### src/sv/e2b_pkg.sv
`timescale 1ns / 1ps
`default_nettype none
package e2b_pkg;

    // Fixed formats of the stream fields.
    localparam int ANGLE_W         = 18;
    localparam int COMP_W          = 16;
    localparam int ANGLE_FRAC_BITS = 8;
    localparam int OUT_FRAC_BITS   = 14;
    localparam int TRIG_STAGES     = 16;
    localparam int MAX_STAGES      = 32;

    // Angle reduction, all in 2^-ANGLE_FRAC_BITS degree units.
    localparam int FULL_TURN    = 360 << ANGLE_FRAC_BITS;
    localparam int QUARTER_TURN = 90 << ANGLE_FRAC_BITS;
    localparam int EIGHTH_TURN  = 45 << ANGLE_FRAC_BITS;
    localparam int MOD_W        = 17;
    localparam int RABS_W       = 14;

    // |r| = 45*a + b; a is found by a reciprocal multiply.
    localparam int DIV45        = 45;
    localparam int RECIP45      = 23302;
    localparam int RECIP45_SH   = 20;
    localparam int A45_W        = 9;
    localparam int B45_W        = 6;
    localparam int HALF_DEN     = (180 << ANGLE_FRAC_BITS) / 2;

    // Word widths: CORDIC values in Q.40, sine and cosine in Q.30, products in Q.60.
    localparam int XY_W   = 43;
    localparam int Z_W    = 42;
    localparam int ZPROD_W = 52;
    localparam int TRIG_W = 32;
    localparam int PROD_W = 64;

    localparam logic [63:0] PI4_Q62  = 64'h3243F6A8885A308D;
    localparam logic [63:0] PI_Q40   = (PI4_Q62 + (64'd1 << 19)) >> 20;
    localparam logic [63:0] GAIN_Q40 = 64'h26DD3B6A << 10;

    // Component indices of the result.
    localparam int FWD_X = 0;
    localparam int FWD_Y = 1;
    localparam int FWD_Z = 2;
    localparam int RGT_X = 3;
    localparam int RGT_Y = 4;
    localparam int RGT_Z = 5;
    localparam int UP_X  = 6;
    localparam int UP_Y  = 7;
    localparam int UP_Z  = 8;
    localparam int NUM_COMP = 9;

    typedef struct packed {
        logic                  neg;
        logic [1:0]            quad;
        logic signed [Z_W-1:0] z;
    } angle_t;

    typedef struct packed {
        logic signed [TRIG_W-1:0] s;
        logic signed [TRIG_W-1:0] c;
    } trig_t;

    typedef logic [63:0] atan_tab_t [MAX_STAGES];
    typedef logic [63:0] btab_t [DIV45];

    // Bit-serial long division, evaluated only while building tables.
    function automatic logic [63:0] udiv64(input logic [63:0] n, input logic [63:0] d);
        logic [63:0] q;
        logic [63:0] r;
        q = '0;
        r = '0;
        for (int k = 63; k >= 0; k--)
        begin
            r = {r[62:0], n[k]};
            if (r >= d)
            begin
                r    = r - d;
                q[k] = 1'b1;
            end
        end
        return q;
    endfunction

    // atan(2^-i) in Q.40: series summed in Q.62 then rounded.
    function automatic atan_tab_t build_atan();
        atan_tab_t   t;
        logic [63:0] sum;
        logic [63:0] term;
        int          sh;
        for (int i = 0; i < MAX_STAGES; i++)
        begin
            if (i == 0)
            begin
                t[i] = (PI4_Q62 + (64'd1 << 21)) >> 22;
            end
            else
            begin
                sum = '0;
                for (int k = 0; k < MAX_STAGES; k++)
                begin
                    sh = i * (2 * k + 1);
                    if (sh <= 62)
                    begin
                        term = udiv64(64'd1 << (62 - sh), 64'(2 * k + 1));
                        if (k % 2 == 1)
                            sum = sum - term;
                        else
                            sum = sum + term;
                    end
                end
                t[i] = (sum + (64'd1 << 21)) >> 22;
            end
        end
        return t;
    endfunction

    // floor((b*pi + half denominator) / 45) for the remainder b of |r| / 45.
    function automatic btab_t build_btab();
        btab_t t;
        for (int b = 0; b < DIV45; b++)
        begin
            t[b] = (64'(b) * PI_Q40 + 64'(HALF_DEN)) / DIV45;
        end
        return t;
    endfunction

    localparam atan_tab_t ATAN_Q40 = build_atan();
    localparam btab_t     B_TAB    = build_btab();

    // Round a Q.60 sum to the output format and clamp to +/- one.
    function automatic logic [COMP_W-1:0] emit(input logic signed [PROD_W-1:0] v60);
        logic signed [PROD_W-1:0] v;
        v = (v60 + (64'sd1 <<< (59 - OUT_FRAC_BITS))) >>> (60 - OUT_FRAC_BITS);
        if (v > (64'sd1 <<< OUT_FRAC_BITS))
            v = 64'sd1 <<< OUT_FRAC_BITS;
        else if (v < -(64'sd1 <<< OUT_FRAC_BITS))
            v = -(64'sd1 <<< OUT_FRAC_BITS);
        return v[COMP_W-1:0];
    endfunction

endpackage
`default_nettype wire

### src/sv/e2b_angle_reduce.sv
`timescale 1ns / 1ps
`default_nettype none
// Four stages: wrap into one turn, split off the quadrant, divide |r| by 45,
// scale to radians in Q.40.
module e2b_angle_reduce
(
    input  wire logic                             clk,
    input  wire logic                             rst_n,
    input  wire logic                             en,
    input  wire logic                             in_valid,
    input  wire logic signed [e2b_pkg::ANGLE_W-1:0] angle,
    output logic                                  out_valid,
    output e2b_pkg::angle_t                       out_angle
);

    logic [3:0] valid_reg;

    // Stage 1: wrap into [0, full turn).
    logic signed [19:0]               a_ext;
    logic signed [19:0]               m_next;
    logic [e2b_pkg::MOD_W-1:0]        m_reg;

    always_comb
    begin
        a_ext = 20'(angle);
        if (a_ext < -20'sd92160)
            m_next = a_ext + 20'(2 * e2b_pkg::FULL_TURN);
        else if (a_ext < 20'sd0)
            m_next = a_ext + 20'(e2b_pkg::FULL_TURN);
        else if (a_ext >= 20'(e2b_pkg::FULL_TURN))
            m_next = a_ext - 20'(e2b_pkg::FULL_TURN);
        else
            m_next = a_ext;
    end

    // Stage 2: nearest quadrant and signed remainder.
    logic [2:0]                       q_cnt;
    logic [e2b_pkg::MOD_W-1:0]        q_sub;
    logic signed [e2b_pkg::MOD_W:0]   r_val;
    logic signed [e2b_pkg::MOD_W:0]   r_abs;
    logic [e2b_pkg::RABS_W-1:0]       rabs_reg;
    logic                             neg2_reg;
    logic [1:0]                       quad2_reg;

    always_comb
    begin
        q_cnt = 3'(m_reg >= 17'(e2b_pkg::EIGHTH_TURN))
              + 3'(m_reg >= 17'(e2b_pkg::EIGHTH_TURN + e2b_pkg::QUARTER_TURN))
              + 3'(m_reg >= 17'(e2b_pkg::EIGHTH_TURN + 2 * e2b_pkg::QUARTER_TURN))
              + 3'(m_reg >= 17'(e2b_pkg::EIGHTH_TURN + 3 * e2b_pkg::QUARTER_TURN));
        case (q_cnt)
            3'd0:    q_sub = '0;
            3'd1:    q_sub = 17'(e2b_pkg::QUARTER_TURN);
            3'd2:    q_sub = 17'(2 * e2b_pkg::QUARTER_TURN);
            3'd3:    q_sub = 17'(3 * e2b_pkg::QUARTER_TURN);
            default: q_sub = 17'(4 * e2b_pkg::QUARTER_TURN);
        endcase
        r_val = $signed({1'b0, m_reg}) - $signed({1'b0, q_sub});
        r_abs = (r_val < 0) ? -r_val : r_val;
    end

    // Stage 3: |r| = 45*a + b.
    logic [28:0]                      a_prod;
    logic [e2b_pkg::A45_W-1:0]        a_next;
    logic [e2b_pkg::RABS_W-1:0]       b_full;
    logic [e2b_pkg::A45_W-1:0]        a_reg;
    logic [e2b_pkg::B45_W-1:0]        b_reg;
    logic                             neg3_reg;
    logic [1:0]                       quad3_reg;

    always_comb
    begin
        a_prod = 29'(rabs_reg) * 29'(e2b_pkg::RECIP45);
        a_next = a_prod[e2b_pkg::RECIP45_SH +: e2b_pkg::A45_W];
        b_full = rabs_reg - 14'(a_next * 14'(e2b_pkg::DIV45));
    end

    // Stage 4: radians in Q.40, rounded to nearest.
    logic [e2b_pkg::ZPROD_W-1:0]      n_val;
    e2b_pkg::angle_t                  ang_reg;

    assign n_val = 52'(a_reg) * 52'(e2b_pkg::PI_Q40[41:0])
                 + 52'(e2b_pkg::B_TAB[b_reg]);

    always_ff @(posedge clk or negedge rst_n)
    begin
        if (!rst_n)
            valid_reg <= '0;
        else if (en)
            valid_reg <= {valid_reg[2:0], in_valid};
    end

    always_ff @(posedge clk)
    begin
        if (en)
        begin
            m_reg         <= m_next[e2b_pkg::MOD_W-1:0];
            rabs_reg      <= r_abs[e2b_pkg::RABS_W-1:0];
            neg2_reg      <= r_val < 0;
            quad2_reg     <= q_cnt[1:0];
            a_reg         <= a_next;
            b_reg         <= b_full[e2b_pkg::B45_W-1:0];
            neg3_reg      <= neg2_reg;
            quad3_reg     <= quad2_reg;
            ang_reg.neg   <= neg3_reg;
            ang_reg.quad  <= quad3_reg;
            ang_reg.z     <= $signed(n_val[e2b_pkg::ZPROD_W-1:10]);
        end
    end

    assign out_valid = valid_reg[3];
    assign out_angle = ang_reg;

endmodule
`default_nettype wire

### config.mk
export PLATFORM = sky130hd
export DESIGN_NAME = e2b_angle_reduce
export DESIGN_NICKNAME = d
export VERILOG_FILES = /design/src/sv/e2b_pkg.sv /design/src/sv/e2b_angle_reduce.sv
export SDC_FILE = /design/constraint.sdc
export NUM_CORES = 1
export LEC_CHECK = 0
export ABC_AREA = 0
export BUFFER_PORTS_ARGS = -buffer_cell sky130_fd_sc_hd__buf_2
export CAP_MARGIN = 10
export CORE_ASPECT_RATIO = 1.2
export CORE_MARGIN = 2
export CORE_UTILIZATION = 50
export CTS_CLUSTER_DIAMETER = 80
export DETAILED_ROUTE_END_ITERATION = 8
export HOLD_SLACK_MARGIN = 0.02
export PLACE_DENSITY = 0.77
export SLEW_MARGIN = 20
export SYNTH_ARGS = -nofsm -noshare
export SYNTH_HDL_FRONTEND = slang
export SYNTH_SLANG_ARGS = --single-unit
### constraint.sdc
create_clock -name clk -period 10.1 [get_ports clk]
set_clock_uncertainty 0.15 [all_clocks]
set_input_delay 1.01 -clock clk [delete_from_list [all_inputs] [get_ports clk]]
set_output_delay 1.01 -clock clk [all_outputs]
set_load 0.02 [all_outputs]
* Yosys cells after proc, flatten, opt, wreduce, memory -nomap -nowiden
Memory sizes are Yosys's and may differ from the RTL's.
Cells that the tools add are included.
** Storage, ports and cells
- Bits in read-only memories :: 4096
- Word-level logic and storage cells :: 47
- Memories kept :: 1
- Flip-flop bits (word level) :: 101
** Memory list
- (name not given) :: depth 64, bits a word 64, rd ports 1, clocked after Yosys merged registers in 0, write ports 0, RTL line e2b_angle_reduce.sv:83 : + 52'(e2b_pkg::B_TAB[b_reg]);
** Cells by class
- Equal/unequal tests :: 3
- Muxes and demuxes :: 7
- Order comparisons :: 9
- Multiply operators :: 3
- Reduce and logical (&&, ||, !) cells :: 1
- Bitwise logic cells :: 1
- Add/subtract/negate cells :: 10
** Operators by type and width (number)
- 52-bit two-way mux :: 2
- 17-bit case mux with 4 select lines :: 1
- 51-bit by 52-bit adder with 52-bit output :: 1
- 17-bit two-way mux :: 3
- 9-bit by 41-bit multiplier with 50-bit output (second input constant) :: 1
- 18-bit by 1-bit < comparator with 1-bit output (second input constant) :: 2
- 17-bit adder (second input constant) :: 2
- 17-bit by 16-bit >= comparator with 1-bit output (second input constant) :: 2
- 14-bit by 14-bit multiplier with 28-bit output (second input constant) :: 1
- 18-bit >= comparator (second input constant) :: 1
- 18-bit < comparator (second input constant) :: 1
- 17-bit by 17-bit subtractor with 18-bit output :: 1
- 17-bit by 14-bit >= comparator with 1-bit output (second input constant) :: 1
- 17-bit >= comparator (second input constant) :: 1
- 17-bit subtractor (second input constant) :: 1
- 14-bit two-way mux :: 1
- 14-bit negation :: 1
- 9-bit by 6-bit multiplier with 6-bit output (second input constant) :: 1
- 7-bit >= comparator (second input constant) :: 1
- 6-bit inverter with 7-bit output :: 1
- 3-bit by 2-bit equality test with 1-bit output (second input constant) :: 2
- 6-bit subtractor :: 1
- 2-bit by 1-bit adder with 3-bit output :: 1
- 3-bit by 1-bit adder with 3-bit output :: 1
- other kinds (3) :: 3

* Longest topological paths before layout
- Depth after elaboration :: 9
- Mapped depth :: 30
- Depth with buffers taken out :: 30

* Worst setup path after synthesis
Ideal clock, no wire load.
- Kind :: reg-to-reg
- From :: reg rabs_reg[3] in the netlist's numbering
- To :: reg b_reg[5] in the netlist's numbering, data pin
- Slack :: 2.637 ns
- Data arrival time :: 7.052 ns
- Stages on the path, launching flop included :: 25
- Setup time :: 0.261 ns
- Buffers on the path :: 0
- Path through :: edfxtp_1 -> ha_1 -> ha_1 -> fa_1 -> fa_1 -> inv_1 -> fa_1 -> fa_1 -> inv_1 -> ha_1 -> a21oi_1 -> o41ai_1 -> a21oi_1 -> nand2b_1 -> a221oi_1 -> ha_1 -> ha_1 -> fa_1 -> ha_1 -> inv_1 -> ha_1 -> a21oi_1 -> xnor2_1 -> xnor2_1 -> xnor2_1
** Between the ends
- Cells in the longest elaborated chain, start to end :: 3
** RTL lines
- start, declared :: RTL line e2b_angle_reduce.sv:41 : logic [e2b_pkg::RABS_W-1:0] rabs_reg;
- start signal, assigned :: RTL line e2b_angle_reduce.sv:98 : rabs_reg <= r_abs[e2b_pkg::RABS_W-1:0];
- 14-bit by 14-bit multiplier with 28-bit output :: RTL line e2b_angle_reduce.sv:73 : a_prod = 29'(rabs_reg) * 29'(e2b_pkg::RECIP45);
- named net a_prod[22] :: RTL line e2b_angle_reduce.sv:63 : logic [28:0] a_prod;
- 9-bit by 6-bit multiplier with 6-bit output :: RTL line e2b_angle_reduce.sv:75 : b_full = rabs_reg - 14'(a_next * 14'(e2b_pkg::DIV45));
- 6-bit subtractor :: RTL line e2b_angle_reduce.sv:75
- named net b_full (one bit) :: RTL line e2b_angle_reduce.sv:65 : logic [e2b_pkg::RABS_W-1:0] b_full;
- end signal, assigned :: RTL line e2b_angle_reduce.sv:102 : b_reg <= b_full[e2b_pkg::B45_W-1:0];
- end, declared :: RTL line e2b_angle_reduce.sv:67 : logic [e2b_pkg::B45_W-1:0] b_reg;
The timed path passes the listed nets, and every way through them passes these cells.
A chain may end at the register's enable or synchronous reset.

* Worst setup path after layout
- From :: reg rabs_reg[4] in the netlist's numbering
- To :: reg b_reg[5] in the netlist's numbering, data pin
Same word-level chain as after synthesis.

==> results by group <==
Synth
  – Ys Warns: 0
  – Avg Inst Size Synth: 8.67 um2
  – Synthesized flop and latch total: 101
  – Synth Area in Adders: 0.356
  – Mapped Area: around 17000 um2
  – Number of cells produced by synthesis: 1986
  – Top cells by area, synth: ha_1, edfxtp_1, fa_1, inv_1, a21oi_1
  – Largest family of logic cells by synthesized area: adder cells
  – Synth top area share: 0.224
  – Mux contribution to synthesized area: 0.00886
  – Count leader, synth: ha_1
  – Top cells by count, synth: ha_1, inv_1, a21oi_1
  – Biggest area consumer among synthesized cells: ha_1
  – Count of flip-flops with a built-in enable after synthesis: 97
  – Ys async rst share: 0.0396
  – Yosys cell types: 81
  – Register area share after synthesis: 0.175
  – Prevailing post-synth register cell: edfxtp_1
  – Post-synthesis compound-gate area fraction: 0.200
  – Mapped Nets: about 2400
  – Post-Synth Simple-Gate Area: 0.119
  – XOR/XNOR Fraction of Synth Area: 0.0615

GRT
  – Largest net degree at the start of global routing: just under 80
  – Met3 Usage GRT: 0.0412
  – GRT Max-Usage Layer: met2
  – Global-route wire length before repair: 73000 um
  – GR Util met1: 0.297
  – Vias in the first global route: 14400
  – Grt total ovfl: 0
  – Initial antenna violation count: 0
  – Met2 Usage GRT: 0.435
  – GRT Util Overall: 0.251

Place
  – PortBufs: 67
  – Detail Placement HPWL: 36300 um
  – Pre-CTS WS: 2100 ps
  – Final Wtd Congestion: between 0.9 and 1

Cells and area
  – Inserted Diodes: 0
  – Final #Nets: about 2400
  – Max reg flops: 45
  – Layout cells sized above 1: 0.0620
  – Area growth syn-to-layout: 5.63%

Route
  – Post-route ant nets: 0
  – Router iterations before antenna repair: 8
  – Routed via count: between 10000 and 15000
  – DRT iter0 DRCs: 1222
  – Number of vias per cell: between 5 and 6
  – Drt drc: 0
  – WL final: 44700 um
  – Post-DR wirelength/cell: 18.2 um

CTS
  – Resized Gates After CTS: 0
  – Clk sink count: a little over 100
  – Cts hold-fix bufs: 0
  – CTS tree: built
  – Post-CTS setup buffers: 0
  – # H-tree levels: 3
  – Clock transition at the registers of the reported paths: ~80 ps
  – Clock Latency Late Sink: 390 ps
  – Clock Tree Root: clkbuf_16
  – Maximum clock insertion buffer count: 2
  – CTS buffer count: 9

Die
  – Starting Density: 0.507
  – Die span in y: 207 um
  – Area of the die: 36000 um2
  – Die X: 173 um
  – Cell Rows: 74
  – IO Count: 68
  – Core area: between 30000 and 40000 um2

STA
  – Final worst slack: 2150 ps
  – Slew @ Worst Pin: 930 ps
  – Slew headroom: 0.379
  – RSZ-0062 raised after global routing: false
  – Tmin final: 7950 ps
  – Sum Neg Setup Slack: 0 ps
  – Count of pins over their slew limit: 0
  – Period utilisation layout: 0.787
  – Hold slack: 254 ps
  – Final setup vio count: 0
  – Highest clock rate: between 0.1 and 0.15 GHz
  – Count of final hold-check violations: 0

Critical path
  – CP endpoint kind: flip-flop
  – Reg2reg end: b_reg[5]
  – R2R depth: 24
  – Worst Setup Start Kind: flip-flop
  – WP data arrival: 7940 ps
  – Max FO, Critical Path: 7
  – Critical Path RT: 10090 ps
  – CP Class: flip-flop to flip-flop
  – Worst R2R Setup Slack: 2150 ps
  – Worst r2r src: rabs_reg[4]

Job
  – Total of max-cap violations: 0

Min path
  – Worst min path class: input pin to asynchronous set/reset pin

Status
  – Status: finished clean
cell usage in the layout, fill, tap and decap left out, types with 5 or more instances in the layout:
master,Yosys,layout
ha_1,309,309
inv_1,285,285
a21oi_1,172,172
nor2_1,132,132
o21ai_0,118,118
nand2_1,114,114
fa_1,113,113
edfxtp_1,97,97
xnor2_1,72,72
buf_2,7,66
a21o_1,63,63
xor2_1,49,49
nor3_1,30,30
nand3_1,29,29
a211oi_1,29,29
and3_1,20,20
a31oi_1,19,19
nand2b_1,19,19
o21a_1,19,19
nor2b_1,17,17
o211ai_1,14,14
o21bai_1,13,13
nand4_1,12,12
and2_1,11,11
o22ai_1,11,11
or2_2,10,10
o31ai_1,9,9
clkbuf_16,0,9
buf_4,0,7
a221oi_1,6,6
a211o_1,6,6
nor4_1,6,6
mux2_2,6,6
nor3b_1,5,5
or4_1,5,5
metrics by stage:
stage,util,instance area (um2),instances
finish,0.535,18200,2456
global route,0.535,18200,2456
CTS,0.535,18200,2456
detailed placement,0.526,17900,2440
global placement,0.526,17900,2440
floorplan,-,17200,1986
layout make-up:
class / count / area, um2
Clock buffer: 9 / 225
Sequential cell: 101 / 3010
Fill cell: 3093 / 15800
Timing Repair Buffer: 73 / 383
Multi-Input combinational cell: 1524 / 12800
Inverter: 286 / 1070
Tap cell: 456 / 571
Clock inverter: 7 / 91.3
cells by family after synthesis:
| family | count (synthesis) |
|---|---|
| adders and majority gates | 422 |
| and+or+nand+nor | 429 |
| AOI/OAI and AO/OA | 540 |
| buffers and inverters | 361 |
| DFF | 101 |
| xor gates and xnor gates | 121 |
| muxes | 12 |
worst max-delay path: stages (launching register included):
cell,delay (ps)
edfxtp_1,550
ha_1,380
inv_1,60
fa_1,490
inv_1,50
fa_1,510
fa_1,520
fa_1,490
ha_1,310
ha_1,310
nand3_1,90
o41ai_1,690
a21oi_1,210
nand2b_1,180
a221oi_1,430
ha_1,310
ha_1,300
fa_1,480
ha_1,280
inv_1,40
ha_1,320
a21oi_1,170
xnor2_1,150
xnor2_1,160
xnor2_1,80
metal layers:
layer  part of all wire  wire length (um)
met5                  0                 0
met4              0.059              2660
met3              0.061              2750
met2               0.48             21500
met1               0.40             17800
worst max-delay path by stage:
stage,from,endpoint
floorplan,rabs_reg[3],b_reg[5]
global placement,rabs_reg[5],b_reg[5]
detailed placement,rabs_reg[3],b_reg[5]
CTS,rabs_reg[5],b_reg[5]
global route,rabs_reg[2],b_reg[5]
finish,rabs_reg[4],b_reg[5]
Power is left out: the tool's default activity adds up to more than one toggle a clock period on the data nets, which glitch-free logic cannot reach.
